--- src/calendar_date_arithmetic_core_assert.svh ---
// ----------------------------------------------------------------------------
// Calendar date arithmetic core: assertion macros
// Implication checks on the core clock, disabled while reset is asserted.
// ----------------------------------------------------------------------------
`ifndef CALENDAR_DATE_ARITHMETIC_CORE_ASSERT_SVH
`define CALENDAR_DATE_ARITHMETIC_CORE_ASSERT_SVH

`ifndef SYNTHESIS

// Same-cycle implication.
`define CDA_ASSERT_IMPLY(label, ante, cons, msg) \
  label: assert property (@(posedge clk) disable iff (rst) (ante) |-> (cons)) \
    else $error(msg);

// Next-cycle implication.
`define CDA_ASSERT_NEXT(label, ante, cons, msg) \
  label: assert property (@(posedge clk) disable iff (rst) (ante) |=> (cons)) \
    else $error(msg);

`else

`define CDA_ASSERT_IMPLY(label, ante, cons, msg)
`define CDA_ASSERT_NEXT(label, ante, cons, msg)

`endif

`endif

--- src/cda_pkg.sv ---
`timescale 1ns / 1ps
// ----------------------------------------------------------------------------
// Calendar date arithmetic package
// Field widths, operation codes, transaction structs and the month length
// function shared by the engine and the top level.
// ----------------------------------------------------------------------------
package cda_pkg;

  // Field widths
  localparam int DAY_W     = 5;
  localparam int MONTH_W   = 4;
  localparam int YEAR_W    = 14;
  localparam int OFFSET_W  = 16;
  localparam int EPOCH_W   = 22;
  localparam int IN_DATA_W = 64;
  localparam int IN_USER_W = 2;
  localparam int OUT_DATA_W = 32;

  // Shared adder and epoch divider widths
  localparam int ALU_W     = 18;
  localparam int DVD_W     = EPOCH_W + 1;
  localparam int REM_W     = 11;
  localparam int QUO_W     = 12;

  // Reciprocal of the four-year cycle length, scaled by 2^RECIP_SHIFT.
  // The quotient it gives is exact for every dividend below 2^23.
  localparam int               RECIP_SHIFT      = 33;
  localparam logic [DVD_W-1:0] FOUR_YEARS_RECIP = 23'd5879490;

  // Calendar constants
  localparam logic [YEAR_W-1:0]  YEAR_MIN         = 14'd1;
  localparam logic [YEAR_W-1:0]  YEAR_MAX         = 14'd9999;
  localparam logic [YEAR_W-1:0]  RESET_YEAR       = 14'd1970;
  localparam logic [YEAR_W-1:0]  EPOCH_CYCLE_YEAR = 14'd1968;
  localparam logic [MONTH_W-1:0] MONTH_JAN        = 4'd1;
  localparam logic [MONTH_W-1:0] MONTH_FEB        = 4'd2;
  localparam logic [MONTH_W-1:0] MONTHS           = 4'd12;
  localparam logic [DAY_W-1:0]   FIRST_DAY        = 5'd1;
  localparam logic [REM_W-1:0]   FOUR_YEARS       = 11'd1461;
  localparam logic [9:0]         EPOCH_SHIFT      = 10'd731;
  localparam logic [8:0]         LEAP_YEAR_DAYS   = 9'd366;
  localparam logic [8:0]         YEAR_DAYS        = 9'd365;

  localparam logic [DAY_W-1:0] MONTH_DAYS [12] = '{
    5'd31, 5'd28, 5'd31, 5'd30, 5'd31, 5'd30,
    5'd31, 5'd31, 5'd30, 5'd31, 5'd30, 5'd31
  };

  // Operation selector
  typedef enum logic [1:0] {
    MODE_LOAD    = 2'd0,
    MODE_ADD     = 2'd1,
    MODE_COMPARE = 2'd2,
    MODE_EPOCH   = 2'd3
  } mode_t;

  // Compare outcome
  typedef enum logic [1:0] {
    ORDER_EQUAL   = 2'd0,
    ORDER_LATER   = 2'd1,
    ORDER_EARLIER = 2'd2
  } order_t;

  // One input transaction
  typedef struct packed {
    mode_t                      mode;
    logic [DAY_W-1:0]           day;
    logic [MONTH_W-1:0]         month;
    logic [YEAR_W-1:0]          year;
    logic signed [OFFSET_W-1:0] day_offset;
    logic [EPOCH_W-1:0]         epoch_days;
  } in_t;

  // One result transaction
  typedef struct packed {
    logic [DAY_W-1:0]   day;
    logic [MONTH_W-1:0] month;
    logic [YEAR_W-1:0]  year;
    logic               valid;
    order_t             order;
    logic               oor;
  } res_t;

  // Shared adder control and result
  typedef struct packed {
    logic signed [ALU_W-1:0] a;
    logic signed [ALU_W-1:0] b;
    logic                    sub;
  } alu_ctl_t;

  typedef struct packed {
    logic signed [ALU_W-1:0] sum;
    logic                    neg;
    logic                    pos;
  } alu_res_t;

  // Days in a month; zero for a month outside 1 to 12. Every fourth year leaps.
  function automatic logic [DAY_W-1:0] month_len(input logic [MONTH_W-1:0] month,
                                                 input logic [YEAR_W-1:0]  year);
    logic [DAY_W-1:0] len;
    len = '0;
    if (month >= MONTH_JAN && month <= MONTHS) begin
      len = MONTH_DAYS[month - MONTH_JAN];
      if (month == MONTH_FEB && year[1:0] == 2'b00) begin
        len = len + 5'd1;
      end
    end
    return len;
  endfunction

endpackage

--- src/calendar_date_arithmetic_core.sv ---
`timescale 1ns / 1ps
// ----------------------------------------------------------------------------
// Calendar date arithmetic core
// Keeps one calendar date and loads, shifts, compares or sets it from an
// epoch day count, one operation per input transaction.
// ----------------------------------------------------------------------------
// Usage:
//   The slave stream takes one operation per transaction; tuser selects load,
//   add days, compare or epoch conversion. The master stream returns one
//   result transaction per input: the stored date after the operation plus
//   the valid, order and out-of-range flags.
//   Load and compare finish straight from the input; add walks the date
//   month by month from the shifted day; epoch conversion runs the
//   reciprocal division and then the year and month walks.
//   Day and month arithmetic runs through one shared adder, and only one
//   operation is in the engine at a time; a new transaction is taken only
//   after the previous result has moved to the output register.
//   The output register holds a result while the receiver stalls; the engine
//   finishes the next operation and then waits for that register to free up.
//   Reset stores 1 January 1970 and empties the output register.
// ----------------------------------------------------------------------------
`include "calendar_date_arithmetic_core_assert.svh"

module calendar_date_arithmetic_core (
  input  logic                           clk,
  input  logic                           rst,
  input  logic                           s_axis_tvalid,
  output logic                           s_axis_tready,
  // in_day[4:0], in_month[8:5], in_year[22:9], day_offset[38:23],
  // epoch_days[60:39], zero fill above
  input  logic [cda_pkg::IN_DATA_W-1:0]  s_axis_tdata,
  // mode[1:0]
  input  logic [cda_pkg::IN_USER_W-1:0]  s_axis_tuser,
  output logic                           m_axis_tvalid,
  input  logic                           m_axis_tready,
  // out_day[4:0], out_month[8:5], out_year[22:9], valid_res[23], order[25:24],
  // out_of_range[26], zero fill above
  output logic [cda_pkg::OUT_DATA_W-1:0] m_axis_tdata
);
  import cda_pkg::*;

  in_t  in_item;
  res_t eng_res;
  res_t out_res;
  logic eng_idle;
  logic eng_done;
  logic out_valid;
  logic res_ready;

  // Unpack the input transaction.
  assign in_item.mode       = mode_t'(s_axis_tuser);
  assign in_item.day        = s_axis_tdata[4:0];
  assign in_item.month      = s_axis_tdata[8:5];
  assign in_item.year       = s_axis_tdata[22:9];
  assign in_item.day_offset = $signed(s_axis_tdata[38:23]);
  assign in_item.epoch_days = s_axis_tdata[60:39];

  assign s_axis_tready = eng_idle;

  cda_engine u_engine (
    .clk       (clk),
    .rst       (rst),
    .start     (s_axis_tvalid),
    .item      (in_item),
    .idle      (eng_idle),
    .done      (eng_done),
    .res_ready (res_ready),
    .res       (eng_res)
  );

  // Output register: loads when empty or being drained.
  assign res_ready = !out_valid || m_axis_tready;

  always_ff @(posedge clk) begin
    if (rst) begin
      out_valid <= 1'b0;
    end else if (eng_done && res_ready) begin
      out_valid <= 1'b1;
    end else if (m_axis_tready) begin
      out_valid <= 1'b0;
    end
  end

  always_ff @(posedge clk) begin
    if (eng_done && res_ready) begin
      out_res <= eng_res;
    end
  end

  assign m_axis_tvalid = out_valid;
  assign m_axis_tdata  = {5'b0, out_res.oor, out_res.order, out_res.valid,
                          out_res.year, out_res.month, out_res.day};

  // The stored date reported with every result is a legal date.
  `CDA_ASSERT_IMPLY(a_result_date_legal, m_axis_tvalid,
    (out_res.month >= MONTH_JAN && out_res.month <= MONTHS && out_res.day != '0 &&
     out_res.day <= month_len(out_res.month, out_res.year) &&
     out_res.year >= YEAR_MIN && out_res.year <= YEAR_MAX),
    "result date is not a legal calendar date")

  // An accepted transaction leaves the engine busy in the cycle after.
  `CDA_ASSERT_NEXT(a_busy_after_accept, s_axis_tvalid && s_axis_tready,
    !s_axis_tready, "engine ready again right after accepting a transaction")

  // Only defined order codes, and a compare never flags out of range.
  `CDA_ASSERT_IMPLY(a_order_code, m_axis_tvalid,
    (out_res.order == ORDER_EQUAL ||
     ((out_res.order == ORDER_LATER || out_res.order == ORDER_EARLIER) && !out_res.oor)),
    "bad order code or order reported with out of range")

endmodule

--- src/cda_alu.sv ---
`timescale 1ns / 1ps
// ----------------------------------------------------------------------------
// Calendar date shared adder
// Signed add or subtract with sign and strictly-positive flags, used by the
// engine for day walking, the epoch remainder and the year and month walk.
// ----------------------------------------------------------------------------
module cda_alu (
  input  cda_pkg::alu_ctl_t ctl,
  output cda_pkg::alu_res_t res
);
  import cda_pkg::*;

  logic signed [ALU_W-1:0] sum;

  // One adder serves both directions.
  assign sum = ctl.sub ? (ctl.a - ctl.b) : (ctl.a + ctl.b);

  assign res.sum = sum;
  assign res.neg = sum[ALU_W-1];
  assign res.pos = !sum[ALU_W-1] && (sum != '0);

endmodule

--- src/cda_engine.sv ---
`timescale 1ns / 1ps
// ----------------------------------------------------------------------------
// Calendar date engine
// Holds the current date and runs one operation at a time under a small
// sequencer that steps the shared adder: month walk for add, reciprocal
// division plus year and month walk for epoch conversion.
// ----------------------------------------------------------------------------
module cda_engine (
  input  logic          clk,
  input  logic          rst,
  input  logic          start,
  input  cda_pkg::in_t  item,
  output logic          idle,
  output logic          done,
  input  logic          res_ready,
  output cda_pkg::res_t res
);
  import cda_pkg::*;

  typedef enum logic [2:0] {
    ST_IDLE,
    ST_ADD,
    ST_EP_DIV,
    ST_EP_REM,
    ST_EP_YEAR,
    ST_EP_MONTH,
    ST_DONE
  } state_t;

  state_t                  state;
  logic [DAY_W-1:0]        cur_day;
  logic [MONTH_W-1:0]      cur_month;
  logic [YEAR_W-1:0]       cur_year;
  logic signed [ALU_W-1:0] acc;
  logic [MONTH_W-1:0]      w_mon;
  logic [YEAR_W-1:0]       w_yr;
  logic [DVD_W-1:0]        dvd;
  logic [QUO_W-1:0]        quo;
  logic                    first_yr;
  logic                    flag_valid;
  order_t                  flag_order;
  logic                    flag_oor;

  alu_ctl_t                alu_ctl;
  alu_res_t                alu_res;

  logic [DAY_W-1:0]        in_len;
  logic                    in_ok;
  logic                    in_year_oor;
  order_t                  ord;
  logic [DAY_W-1:0]        w_len;
  logic [MONTH_W-1:0]      prev_mon;
  logic [YEAR_W-1:0]       prev_yr;
  logic [DAY_W-1:0]        prev_len;
  logic                    wrap_low;
  logic                    acc_low;
  logic [2*DVD_W-1:0]      recip_prod;
  logic [QUO_W+REM_W-1:0]  quo_prod;
  logic [REM_W-1:0]        rem_next;
  logic [YEAR_W-1:0]       yr_base;

  cda_alu u_alu (
    .ctl (alu_ctl),
    .res (alu_res)
  );

  // Legality of the given date for load and compare.
  assign in_len      = month_len(item.month, item.year);
  assign in_ok       = (in_len != '0) && (item.day != '0) && (item.day <= in_len);
  assign in_year_oor = (item.year < YEAR_MIN) || (item.year > YEAR_MAX);

  // Order of the given date against the stored one, field by field.
  always_comb begin
    ord = ORDER_EQUAL;
    if (item.year != cur_year) begin
      ord = (item.year > cur_year) ? ORDER_LATER : ORDER_EARLIER;
    end else if (item.month != cur_month) begin
      ord = (item.month > cur_month) ? ORDER_LATER : ORDER_EARLIER;
    end else if (item.day != cur_day) begin
      ord = (item.day > cur_day) ? ORDER_LATER : ORDER_EARLIER;
    end
  end

  // Month walk helpers.
  assign w_len    = month_len(w_mon, w_yr);
  assign prev_mon = (w_mon == MONTH_JAN) ? MONTHS : (w_mon - 4'd1);
  assign prev_yr  = (w_mon == MONTH_JAN) ? (w_yr - 14'd1) : w_yr;
  assign prev_len = month_len(prev_mon, prev_yr);
  assign wrap_low = (w_mon == MONTH_JAN) && (w_yr == YEAR_MIN);
  assign acc_low  = acc[ALU_W-1] || (acc == '0);

  // Division by the four-year cycle: the quotient comes from a reciprocal
  // multiplication, the remainder from the low bits of dividend minus
  // quotient times cycle length, which always fit in REM_W bits.
  assign recip_prod = {{DVD_W{1'b0}}, dvd} * {{DVD_W{1'b0}}, FOUR_YEARS_RECIP};
  assign quo_prod   = {{REM_W{1'b0}}, quo} * {{QUO_W{1'b0}}, FOUR_YEARS};
  assign rem_next   = alu_res.sum[REM_W-1:0];
  assign yr_base    = EPOCH_CYCLE_YEAR + {quo, 2'b00};

  // Operand selection for the shared adder.
  always_comb begin
    alu_ctl.a   = acc;
    alu_ctl.b   = '0;
    alu_ctl.sub = 1'b0;
    case (state)
      ST_IDLE: begin
        alu_ctl.a = ALU_W'({1'b0, cur_day});
        alu_ctl.b = ALU_W'(item.day_offset);
      end
      ST_ADD: begin
        if (acc_low) begin
          alu_ctl.b = ALU_W'({1'b0, prev_len});
        end else begin
          alu_ctl.b   = ALU_W'({1'b0, w_len});
          alu_ctl.sub = 1'b1;
        end
      end
      ST_EP_REM: begin
        alu_ctl.a   = ALU_W'({1'b0, dvd[REM_W-1:0]});
        alu_ctl.b   = ALU_W'({1'b0, quo_prod[REM_W-1:0]});
        alu_ctl.sub = 1'b1;
      end
      ST_EP_YEAR: begin
        alu_ctl.b   = first_yr ? ALU_W'({1'b0, LEAP_YEAR_DAYS}) : ALU_W'({1'b0, YEAR_DAYS});
        alu_ctl.sub = 1'b1;
      end
      ST_EP_MONTH: begin
        alu_ctl.b   = ALU_W'({1'b0, w_len});
        alu_ctl.sub = 1'b1;
      end
      default: begin
        alu_ctl.b = '0;
      end
    endcase
  end

  // Sequencer, stored date and result flags.
  always_ff @(posedge clk) begin
    if (rst) begin
      state     <= ST_IDLE;
      cur_day   <= FIRST_DAY;
      cur_month <= MONTH_JAN;
      cur_year  <= RESET_YEAR;
    end else begin
      case (state)
        ST_IDLE: begin
          if (start) begin
            case (item.mode)
              MODE_LOAD: begin
                flag_valid <= in_ok;
                flag_order <= ORDER_EQUAL;
                flag_oor   <= in_year_oor;
                if (in_ok && !in_year_oor) begin
                  cur_day   <= item.day;
                  cur_month <= item.month;
                  cur_year  <= item.year;
                end
                state <= ST_DONE;
              end
              MODE_COMPARE: begin
                flag_valid <= in_ok;
                flag_order <= ord;
                flag_oor   <= 1'b0;
                state      <= ST_DONE;
              end
              MODE_ADD: begin
                flag_valid <= 1'b0;
                flag_order <= ORDER_EQUAL;
                flag_oor   <= 1'b0;
                acc        <= alu_res.sum;
                w_mon      <= cur_month;
                w_yr       <= cur_year;
                state      <= ST_ADD;
              end
              MODE_EPOCH: begin
                flag_valid <= 1'b0;
                flag_order <= ORDER_EQUAL;
                flag_oor   <= 1'b0;
                dvd        <= DVD_W'(item.epoch_days) + DVD_W'(EPOCH_SHIFT);
                state      <= ST_EP_DIV;
              end
              default: begin
                flag_valid <= 1'b0;
                flag_order <= ORDER_EQUAL;
                flag_oor   <= 1'b0;
                state      <= ST_DONE;
              end
            endcase
          end
        end

        ST_ADD: begin
          if (acc_low) begin
            // Borrow a whole month from the one before.
            if (wrap_low) begin
              flag_oor <= 1'b1;
              state    <= ST_DONE;
            end else begin
              acc   <= alu_res.sum;
              w_mon <= prev_mon;
              w_yr  <= prev_yr;
            end
          end else if (alu_res.pos) begin
            // Day runs past this month: move to the next one.
            acc <= alu_res.sum;
            if (w_mon == MONTHS) begin
              w_mon <= MONTH_JAN;
              w_yr  <= w_yr + 14'd1;
              if (w_yr == YEAR_MAX) begin
                flag_oor <= 1'b1;
                state    <= ST_DONE;
              end
            end else begin
              w_mon <= w_mon + 4'd1;
            end
          end else begin
            cur_day   <= acc[DAY_W-1:0];
            cur_month <= w_mon;
            cur_year  <= w_yr;
            state     <= ST_DONE;
          end
        end

        ST_EP_DIV: begin
          // Number of whole four-year cycles since 1968.
          quo   <= recip_prod[RECIP_SHIFT +: QUO_W];
          state <= ST_EP_REM;
        end

        ST_EP_REM: begin
          // Day within the cycle and the first year of the cycle.
          acc      <= ALU_W'({1'b0, rem_next});
          w_yr     <= yr_base;
          first_yr <= 1'b1;
          state    <= ST_EP_YEAR;
        end

        ST_EP_YEAR: begin
          // Leap year first in the four-year cycle, then common years.
          if (!alu_res.neg) begin
            acc      <= alu_res.sum;
            w_yr     <= w_yr + 14'd1;
            first_yr <= 1'b0;
          end else begin
            w_mon <= MONTH_JAN;
            state <= ST_EP_MONTH;
          end
        end

        ST_EP_MONTH: begin
          if (w_mon != MONTHS && !alu_res.neg) begin
            acc   <= alu_res.sum;
            w_mon <= w_mon + 4'd1;
          end else begin
            if (w_yr > YEAR_MAX) begin
              flag_oor <= 1'b1;
            end else begin
              flag_valid <= 1'b1;
              cur_day    <= acc[DAY_W-1:0] + FIRST_DAY;
              cur_month  <= w_mon;
              cur_year   <= w_yr;
            end
            state <= ST_DONE;
          end
        end

        ST_DONE: begin
          if (res_ready) begin
            state <= ST_IDLE;
          end
        end

        default: begin
          state <= ST_IDLE;
        end
      endcase
    end
  end

  assign idle = (state == ST_IDLE);
  assign done = (state == ST_DONE);

  assign res.day   = cur_day;
  assign res.month = cur_month;
  assign res.year  = cur_year;
  assign res.valid = flag_valid;
  assign res.order = flag_order;
  assign res.oor   = flag_oor;

endmodule

--- config.mk ---
export PLATFORM = sky130hd
export DESIGN_NAME = calendar_date_arithmetic_core
export DESIGN_NICKNAME = d
export VERILOG_FILES = /design/src/cda_pkg.sv /design/src/calendar_date_arithmetic_core.sv /design/src/cda_alu.sv /design/src/cda_engine.sv
export VERILOG_INCLUDE_DIRS = /design/src /design/src/src
export SDC_FILE = /design/constraint.sdc
export NUM_CORES = 1
export LEC_CHECK = 0
export ABC_AREA = 0
export ABC_CLOCK_PERIOD_IN_PS = 10500
export BUFFER_PORTS_ARGS = -buffer_cell sky130_fd_sc_hd__buf_4
export CAP_MARGIN = 30
export CORE_MARGIN = 2
export CORE_UTILIZATION = 64
export CTS_CLUSTER_DIAMETER = 100
export DETAILED_ROUTE_END_ITERATION = 8
export PLACE_DENSITY = 0.9
export SYNTH_ARGS = -nofsm -noshare
export SYNTH_HDL_FRONTEND = slang
export SYNTH_HIERARCHICAL = 1
export SYNTH_SLANG_ARGS = --single-unit
--- constraint.sdc ---
create_clock -name clk -period 10.5 [get_ports clk]
set_input_delay 2.625 -clock clk [delete_from_list [all_inputs] [get_ports clk]]
set_output_delay 2.625 -clock clk [all_outputs]
set_load 0.02 [all_outputs]
== Word level (Yosys, flattened, before mapping) ==
Memories as Yosys holds them, arrays and structs flattened.
Index checks and enable logic that the tools add are counted.
Widths: inputs -> output; s select.

* Memories: 3
* Input port bits: 70
* Output and inout port bits: 34
* Word-level logic and storage cells: 260
* ROM bits: 240
* Bits in registers: 130

* $lt $le $gt $ge: 16
* Multiply operators: 2
* Eq/ne operators: 41
* Add/sub/neg operators: 14
* Mux-type cells: 107
* Bitwise gates (word level): 4
* Reduce and logical (&&, ||, !) cells: 52

{| class="wikitable"
|+ Memory list
! memory !! words !! width !! read ports !! clocked after Yosys merged registers in !! write ports !! line !! text
|-
| (no name shown) || 16 || 5 || 1 || 0 || 0 || cda_pkg.sv:103 || <nowiki>len = MONTH_DAYS[month - MONTH_JAN];</nowiki>
|-
| (no name shown) || 16 || 5 || 1 || 0 || 0 || cda_pkg.sv:103 ||
|-
| (no name shown) || 16 || 5 || 1 || 0 || 0 || cda_pkg.sv:103 ||
|}

{| class="wikitable"
|+ Operators with widths
! operator !! number
|-
| $mux 14 || 15
|-
| $pmux 18 s5 || 2
|-
| $mux 18 || 8
|-
| $mux 5 || 20
|-
| $mux 4 || 16
|-
| $pmux 14 s4 || 1
|-
| $mul 23x22->44 const B || 1
|-
| $pmux 14 s3 || 1
|-
| $pmux 18 s2 || 1
|-
| $reduce_and 8->1 || 4
|-
| $gt 14x14->1 const B || 2
|-
| $mux 3 || 9
|-
| $add 22x10->23 const B || 1
|-
| $pmux 3 s7 || 1
|-
| $add 5x1->5 const B || 4
|-
| $add 18x18->18 || 1
|-
| $logic_not 18->1 || 1
|-
| $reduce_and 9->1 || 2
|-
| $reduce_bool 18->1 || 1
|-
| $sub 18x18->18 || 1
|-
| $pmux 4 s4 || 1
|-
| $ge 5x5->1 const B || 3
|-
| $mux 1 || 15
|-
| $not 4->5 || 3
|-
| 56 further kinds || 122
|}

== Logic depth before layout (Yosys ltp) ==
Gate-level depths: netlist of the first run.

* Depth after elaboration: 19
* Gate-level depth with buffers: 34

== Modules after synthesis ==
Netlist of the first run, hierarchy kept.

{| class="wikitable"
|+ Modules (own cells, without submodules)
! module !! sequential area each (um^2) !! instances !! area an instance (um^2) !! cells each
|-
| cda_engine || 2,802.7 || 1 || 16,654.7 || 1,779
|-
| cda_alu || 0.0 || 1 || 1,470.2 || 213
|-
| calendar_date_arithmetic_core || 830.8 || 1 || 907.1 || 38
|}

== Least setup slack after synthesis of the first run ==
Ideal clock, no wire load.

* Path kind: register to register
* From: reg u_engine.quo[5]
* To: reg u_engine.w_yr[10], enable pin
* Stages on the path, launching flop included: 29
* Arrival time: 7.849 ns
* Path slack: 2.238 ns
* Clock period less this slack: 8.262 ns
* Buffers on the path: 0
* Cell sequence: edfxtp_1 ha_1 fa_1 inv_1 fa_1 inv_1 fa_1 fa_1 xnor2_1 xnor2_1 xnor2_1 xnor2_1 xnor2_1 o21ai_0 nor4_1 a21oi_1 xnor2_1 ha_1 a21o_1 a21o_1 a21o_1 a221oi_1 xnor2_1 a31oi_1 nor2_1 a21oi_1 o22ai_1 or3_1 nor4_1

{| class="wikitable"
|+ RTL lines
! element !! line !! text
|-
| start: declaration || cda_engine.sv:38 || <nowiki>logic [QUO_W-1:0] quo;</nowiki>
|-
| start signal: assignment || cda_engine.sv:226 || <nowiki>quo <= recip_prod[RECIP_SHIFT +: QUO_W];</nowiki>
|-
| end signal: assignment || cda_engine.sv:172 || <nowiki>w_yr <= cur_year;</nowiki>
|-
| end signal: assignment || cda_engine.sv:201 || <nowiki>w_yr <= prev_yr;</nowiki>
|-
| end signal: assignment || cda_engine.sv:208 || <nowiki>w_yr <= w_yr + 14'd1;</nowiki>
|-
| end: declaration || cda_engine.sv:36 || <nowiki>logic [YEAR_W-1:0] w_yr;</nowiki>
|}

==> results_tabular.tex, run 1 <==
\begin{tabular}{lr}
\hline
Metric & Value \\
\hline
\multicolumn{2}{l}{\textbf{Outcome}} \\
\quad Outcome & finished, final reports clean \\
\multicolumn{2}{l}{\textbf{Critical path}} \\
\quad Longest individual stage delay on the worst path & around 0.56 ns \\
\quad Worst Path Required & $\sim$11 ns \\
\quad Nature of the critical path startpoint & register \\
\quad Startpoint of the most critical register-to-register path & u\_engine/quo[1]\$\_DFFE\_PP\_ \\
\quad Launch point of the worst path & u\_engine/quo[1]\$\_DFFE\_PP\_ \\
\quad Worst-path maximum fanout & 12 \\
\quad Kind of critical path & register to register \\
\quad Family of cells with the greatest summed delay on the critical path & adder cells \\
\quad Critical path data arrival time & a little under 9 ns \\
\quad Worst Setup End Kind & register \\
\quad Worst Path Buf+Inv & 3 \\
\quad Most used cell, CP & xnor2\_1 \\
\quad Critical-path top delay cell & fa\_1 \\
\multicolumn{2}{l}{\textbf{Global routing}} \\
\quad Grt total ovfl & 0 \\
\quad GRT Util Overall & 0.320 \\
\quad Number of global-route vias before repair & between 15000 and 20000 \\
\quad Global-route wire length before repair & about 78000 µm \\
\quad Initial antenna violation count & 0 \\
\quad Largest net degree at the start of global routing & 46 \\
\multicolumn{2}{l}{\textbf{Timing}} \\
\quad Setup repair after global routing missed its margin & no \\
\quad Fmax achieved & approximately 0.11 GHz \\
\quad Final clock skew & between 0.015 and 0.02 ns \\
\quad Slew at the pin closest to its max-slew limit & between 1 and 1.5 ns \\
\quad Fin crit period & just under 9 ns \\
\quad Count of final setup violators & 0 \\
\quad Fin. max-slew vios & 0 \\
\quad Hold Worst Slack & 0.420 ns \\
\quad Fin crit share & 0.832 \\
\quad Hold Fails Final Rpt & 0 \\
\quad Post-route setup TNS & 0 ns \\
\quad Worst setup margin & approximately 1.8 ns \\
\quad Headroom to the max-slew limit & 0.283 \\
\multicolumn{2}{l}{\textbf{Logic synthesis}} \\
\quad Number of enable-type register cells in the synthesized netlist & $\sim$100 \\
\quad Synthesis-stage register bit count & 130 \\
\quad Number of library cell types mapped by synthesis & 86 \\
\quad Share of flip-flops with an asynchronous set or reset & 0 \\
\quad Synthesized area & 0.0190 mm² \\
\quad Synth Flop Type & edfxtp\_1 \\
\quad Post-synthesis sequential area ratio & 0.191 \\
\quad Number of instances in the synthesized netlist & 2030 \\
\quad Per-instance average area after synthesis & roughly 9.4 µm² \\
\quad Warnings from Yosys & 6 \\
\multicolumn{2}{l}{\textbf{Final layout}} \\
\quad Antenna diode count & 0 \\
\quad Layout overhead on the synthesized area & 8.74\% \\
\quad Area occupied by registers & $\sim$0.0036 mm² \\
\quad Layout filler cell count & between 2000 and 2500 \\
\quad Area of the multi-input gates & 0.0136 mm² \\
\quad Share of layout cells above drive strength 1 & 0.0794 \\
\quad Nets & roughly 2700 \\
\multicolumn{2}{l}{\textbf{Min path}} \\
\quad Worst hold-check path type & register to register \\
\quad Start point of the worst hold path & u\_engine/flag\_order[1]\$\_SDFFCE\_PP0P\_ \\
\multicolumn{2}{l}{\textbf{Floorplanning}} \\
\quad Die boundary width & 176 µm \\
\quad Height of the die & 176 µm \\
\quad Starting utilization of the core area & 0.646 \\
\quad Core ar. & 0.0295 mm² \\
\quad Row count & 63 \\
\quad Area of the die & 0.0311 mm² \\
\quad Number of top-level design ports & 104 \\
\multicolumn{2}{l}{\textbf{Placement}} \\
\quad Routability-driven placement congestion ratio & approximately 1 \\
\quad Post-DP HPWL & a little under 40000 µm \\
\quad Number of buffers inserted by port buffering & 95 \\
\quad Placement-stage worst setup slack & 1.87 ns \\
\multicolumn{2}{l}{\textbf{Detailed routing}} \\
\quad Initial detailed-routing violation count & roughly 1300 \\
\quad Total DRC errors in the routed layout & 0 \\
\quad Sum of routed wire length over all layers & roughly 48000 µm \\
\quad Per-cell routed wire length & around 19 µm \\
\quad Detailed-route vias per instance & 6.10 \\
\quad Antenna-violating nets left & 0 \\
\quad Number of detailed-routing iterations run before antenna repair & 8 \\
\quad Count of vias placed by the detailed router & around 15000 \\
\multicolumn{2}{l}{\textbf{CTS}} \\
\quad Clock insertion delay at the later pin of the skew report & about 0.45 ns \\
\quad CTS hold repair buffers & 0 \\
\quad Clock buffer depth & 2 \\
\quad Clk slew on worst S/H paths & approximately 0.06 ns \\
\quad Root Buffer & clkbuf\_16 \\
\quad Clock tree from TritonCTS & built \\
\quad CTS H-Tree Depth & 4 \\
\quad TritonCTS Buffers & 17 \\
\quad Number of cells upsized or downsized after cts & 0 \\
\quad Number of sinks driven by the clock tree & 130 \\
\quad Post-CTS setup repair buffer count & 0 \\
\multicolumn{2}{l}{\textbf{Flow run}} \\
\quad Max-cap violation count & 0 \\
\hline
\end{tabular}
-- synthesized netlist by cell type (23+ instances only) --
library cell,number,area share
a21oi_1,82,0.022
nand3_1,35,0.0092
inv_1,418,0.082
fa_1,204,0.21
nand4_1,23,0.0076
o21ai_0,80,0.021
a211oi_1,37,0.015
nand2_1,83,0.016
xor2_1,41,0.019
ha_1,292,0.19
nor2_1,115,0.023
dfxtp_1,27,0.028
edfxtp_1,103,0.16
clkbuf_1,39,0.0077
xnor2_1,70,0.032
and2_1,36,0.012
and3_1,24,0.0079
nor4_1,23,0.0076
nor3_1,24,0.0063
-- path summary, 6_finish.rpt --
| check | to | cells past startpoint | slack, ns |
|---|---|---|---|
| setup / recovery | u_engine/w_yr[12]$_DFFE_PP_ | 29 | 1.76 |
| setup reg to reg | u_engine/w_yr[12]$_DFFE_PP_ | 29 | 1.76 |
| hold reg to reg | m_axis_tdata[25]$_DFFE_PP_ | 0 | 0.42 |
| hold / removal | m_axis_tdata[25]$_DFFE_PP_ | 0 | 0.42 |
-- registers in the layout (all words and copies together) (netlist names) --
name and count:
m_axis_tdata 27, m_axis_tvalid 1, u_engine/acc 18, u_engine/cur_day 5, u_engine/cur_month 4, u_engine/cur_year 14
u_engine/dvd 23, u_engine/first_yr 1, u_engine/flag_oor 1, u_engine/flag_order 2, u_engine/flag_valid 1, u_engine/quo 12
u_engine/state 3, u_engine/w_mon 4, u_engine/w_yr 14
-- cell families after synthesis --
family,Yosys count,share of synthesized area
compound gates,363,0.128
xor+xnor,111,0.0511
fa+ha+maj,496,0.407
buf+inv,476,0.0968
flops,130,0.191
mux,10,0.00546
other cells,1,0.000197
simple gates,443,0.121
-- through the flow --
stage / std cells / instance area (µm²) / util
finish: 2505 / 20700 / 0.702
global route: 2505 / 20700 / 0.702
CTS: 2505 / 20700 / 0.702
detailed placement: 2473 / 20100 / 0.682
global placement: 2471 / 20100 / 0.680
floorplan: 2034 / 19000 / -
-- layer usage --
layer,global-route usage,vias up,share of wire,wire length [µm]
met1,0.381,7349,0.38,18400
met3,0.0547,167,0.078,3770
li1,-,7020,-,-
met2,0.554,744,0.49,23400
met5,0,-,0,0
met4,0.168,0,0.054,2590
-- layout make-up --
cell class                      count  share of cell area
Clock inverter                     13             0.00653
Sequential cell                   130               0.176
Clock buffer                       19              0.0224
Timing Repair Buffer              106              0.0394
Multi-Input combinational cell   1428               0.656
Inverter                          419              0.0760
Tap cell                          390              0.0236
-- cells in the final DEF (no fill, tap or decap), types with 13 or more instances in the layout --
master / synthesis / final
inv_1: 418 / 418
a31oi_1: 13 / 13
xnor2_1: 70 / 70
a21oi_1: 82 / 82
nor4_1: 23 / 22
ha_1: 292 / 292
edfxtp_1: 103 / 103
nand2b_1: 17 / 17
and3_1: 24 / 24
buf_4: 8 / 105
nand4_1: 23 / 23
nor2b_1: 16 / 15
and2_1: 36 / 36
dfxtp_1: 27 / 27
o21ai_0: 80 / 80
xor2_1: 41 / 41
nand3_1: 35 / 35
nor2_1: 115 / 115
a21o_1: 20 / 20
nor3_1: 24 / 24
a22oi_1: 13 / 13
nand2_1: 83 / 83
clkbuf_16: 0 / 18
a211oi_1: 37 / 37
fa_1: 204 / 204
Power of run 1 is left out: the tool's default activity adds up to more than one toggle a clock period on the data nets, which glitch-free logic cannot reach.
==> run 2, diff against run 1 <==
--- a/config.mk
+++ b/config.mk
@@ -7,7 +7,7 @@
 export NUM_CORES = 1
 export LEC_CHECK = 0
 export ABC_AREA = 0
-export ABC_CLOCK_PERIOD_IN_PS = 10500
+export ABC_CLOCK_PERIOD_IN_PS = 8900
 export BUFFER_PORTS_ARGS = -buffer_cell sky130_fd_sc_hd__buf_4
 export CAP_MARGIN = 30
 export CORE_MARGIN = 2
==> constraint.sdc (replaced) <==
create_clock -name clk -period 8.9 [get_ports clk]
set_input_delay 2.225 -clock clk [delete_from_list [all_inputs] [get_ports clk]]
set_output_delay 2.225 -clock clk [all_outputs]
set_load 0.02 [all_outputs]
==> results_tabular.tex, run 2 (synthesis results as in run 1) <==
\begin{tabular}{lr}
\hline
Metric & Value \\
\hline
\multicolumn{2}{l}{\textbf{Detailed routing}} \\
\quad Detailed-route vias per instance & about 6.2 \\
\quad Top Layer Used & met4 \\
\quad Antenna-violating nets left & 0 \\
\quad DRT met1 WL & between 15000 and 20000 µm \\
\quad Sum of routed wire length over all layers & around 50000 µm \\
\quad Count of vias placed by the detailed router & 15461 \\
\quad Per-cell routed wire length & between 15 and 20 µm \\
\quad Total DRC errors in the routed layout & 0 \\
\quad Met3 routed wirelength & a little under 4000 µm \\
\quad Routed wire length on met2 & between 20000 and 25000 µm \\
\quad Number of detailed-routing iterations run before antenna repair & 6 \\
\quad Initial detailed-routing violation count & roughly 1400 \\
\multicolumn{2}{l}{\textbf{Floorplanning}} \\
\quad Row count & between 60 and 70 \\
\quad Height of the die & $\sim$180 µm \\
\quad Die boundary width & 176 µm \\
\quad Number of top-level design ports & about 100 \\
\quad Starting utilization of the core area & 0.646 \\
\quad Area of the die & approximately 0.031 mm² \\
\quad Core ar. & approximately 0.029 mm² \\
\multicolumn{2}{l}{\textbf{Final layout}} \\
\quad Highest-count cells in the layout ignoring fill and taps & inv\_1, ha\_1, fa\_1, nor2\_1, buf\_4 \\
\quad Area of the multi-input gates & around 0.014 mm² \\
\quad Nets & roughly 2700 \\
\quad Area occupied by registers & between 0.003 and 0.004 mm² \\
\quad Final core utilization & 0.703 \\
\quad Leading cell type in the layout, fill and taps excluded & inv\_1 \\
\quad Share of layout cells above drive strength 1 & 0.0816 \\
\quad Number of flip-flops in the largest register & 27 \\
\quad Layout filler cell count & roughly 2100 \\
\quad Layout overhead on the synthesized area & 8.92\% \\
\quad Finished layout cell area & between 0.02 and 0.025 mm² \\
\quad Antenna diode count & 0 \\
\multicolumn{2}{l}{\textbf{Flow run}} \\
\quad Max-cap violation count & 0 \\
\multicolumn{2}{l}{\textbf{CTS}} \\
\quad Number of sinks driven by the clock tree & between 100 and 150 \\
\quad TritonCTS Buffers & 17 \\
\quad Clock buffer depth & 2 \\
\quad Clock insertion delay at the later pin of the skew report & 0.45 ns \\
\quad Root Buffer & clkbuf\_16 \\
\quad Clock tree from TritonCTS & built \\
\quad CTS hold repair buffers & 0 \\
\quad CTS H-Tree Depth & 4 \\
\quad Clk slew on worst S/H paths & about 0.07 ns \\
\multicolumn{2}{l}{\textbf{Timing}} \\
\quad Hold Worst Slack & between 0.4 and 0.5 ns \\
\quad Fmax achieved & 0.119 GHz \\
\quad Slew at the pin closest to its max-slew limit & 1.08 ns \\
\quad Fin crit share & 0.945 \\
\quad Count of final setup violators & 0 \\
\quad Fin. max-slew vios & 0 \\
\quad Post-route setup TNS & 0 ns \\
\quad Fin crit period & approximately 8.4 ns \\
\quad Hold Fails Final Rpt & 0 \\
\quad Final clock skew & approximately 0.012 ns \\
\quad Headroom to the max-slew limit & 0.274 \\
\quad Setup repair after global routing missed its margin & no \\
\multicolumn{2}{l}{\textbf{Critical path}} \\
\quad Longest individual stage delay on the worst path & 0.53 ns \\
\quad Setup slack of the most critical reg-to-reg path & between 0.4 and 0.5 ns \\
\quad Nature of the critical path startpoint & register \\
\quad Worst Path Required & between 9 and 10 ns \\
\quad Critical path data arrival time & between 8 and 9 ns \\
\quad Critical-path top delay cell & edfxtp\_1 \\
\quad Kind of critical path & register to register \\
\quad Worst-path maximum fanout & 35 \\
\quad Worst Setup End Kind & register \\
\multicolumn{2}{l}{\textbf{Placement}} \\
\quad Post-DP HPWL & between 30000 and 40000 µm \\
\quad Number of buffers inserted by port buffering & 95 \\
\quad Routability-driven placement congestion ratio & between 0.9 and 1 \\
\quad DP Area & 0.0201 mm² \\
\multicolumn{2}{l}{\textbf{Global routing}} \\
\quad Grt total ovfl & 0 \\
\quad Number of global-route vias before repair & $\sim$16000 \\
\quad GRT Util Overall & 0.329 \\
\quad Largest net degree at the start of global routing & 42 \\
\quad Global-route wire length before repair & $\sim$80000 µm \\
\quad Initial antenna violation count & 0 \\
\multicolumn{2}{l}{\textbf{Outcome}} \\
\quad Outcome & finished, final reports clean \\
\multicolumn{2}{l}{\textbf{Min path}} \\
\quad Worst hold-check path type & register to register \\
\hline
\end{tabular}
-- run 2: changes by cell type in the layout (fill, tap and decap cells not counted), sizes merged --
| cell | delta |
|---|---|
| buf | +4 |
| bufinv | -1 |
| clkbuf | -1 |
| clkinv | +1 |
| clkinvlp | +1 |
-- run 2: per-stage QoR --
stage,setup slack [ns],std cells
after floorplan,0.638,2034
after global placement,0.644,2475
after detailed placement,0.394,2477
after CTS,0.318,2509
after global routing,0.0682,2509
final,0.488,2509
-- run 2: repair_timing --
action / CTS / global route
buffers inserted: 0 / 0
gates resized for setup: 0 / 4
setup endpoints to repair: 0 / 51
-- run 2: path summary, 6_finish.rpt --
path,start,end,cells after the start
setup / recovery,u_engine/quo[5]$_DFFE_PP_,u_engine/cur_month[0]$_SDFFE_PP1P_,32
hold / removal,u_engine/flag_order[0]$_SDFFCE_PP0P_,m_axis_tdata[24]$_DFFE_PP_,0
setup reg to reg,u_engine/quo[5]$_DFFE_PP_,u_engine/cur_month[0]$_SDFFE_PP1P_,32
hold reg to reg,u_engine/flag_order[0]$_SDFFCE_PP0P_,m_axis_tdata[24]$_DFFE_PP_,0
-- run 2: area by class of cell --
| cell class | count | area share |
|---|---|---|
| clock buffer | 18 | 0.0217 |
| clock inverter | 14 | 0.00573 |
| inverter | 419 | 0.0759 |
| multi-input combinational | 1428 | 0.656 |
| sequential | 130 | 0.175 |
| tap | 390 | 0.0235 |
| timing repair buffer | 110 | 0.0414 |
-- run 2: per-layer routing --
| metal | track usage | vias to the layer above |
|---|---|---|
| met3 | 0.0627 | 196 |
| met5 | 0 | - |
| met2 | 0.577 | 787 |
| met4 | 0.175 | 0 |
| li1 | - | 7027 |
| met1 | 0.382 | 7451 |
-- run 2: critical path: cells and delay by family, from the launching register on --
kind,cells,cell delay [ns]
compound gates,11,2.21
xor+xnor,7,1.36
fa+ha+maj,6,2.64
buf+inv,4,0.58
flops,1,0.53
simple gates,4,0.96
Power of run 2 is left out for the same reason.
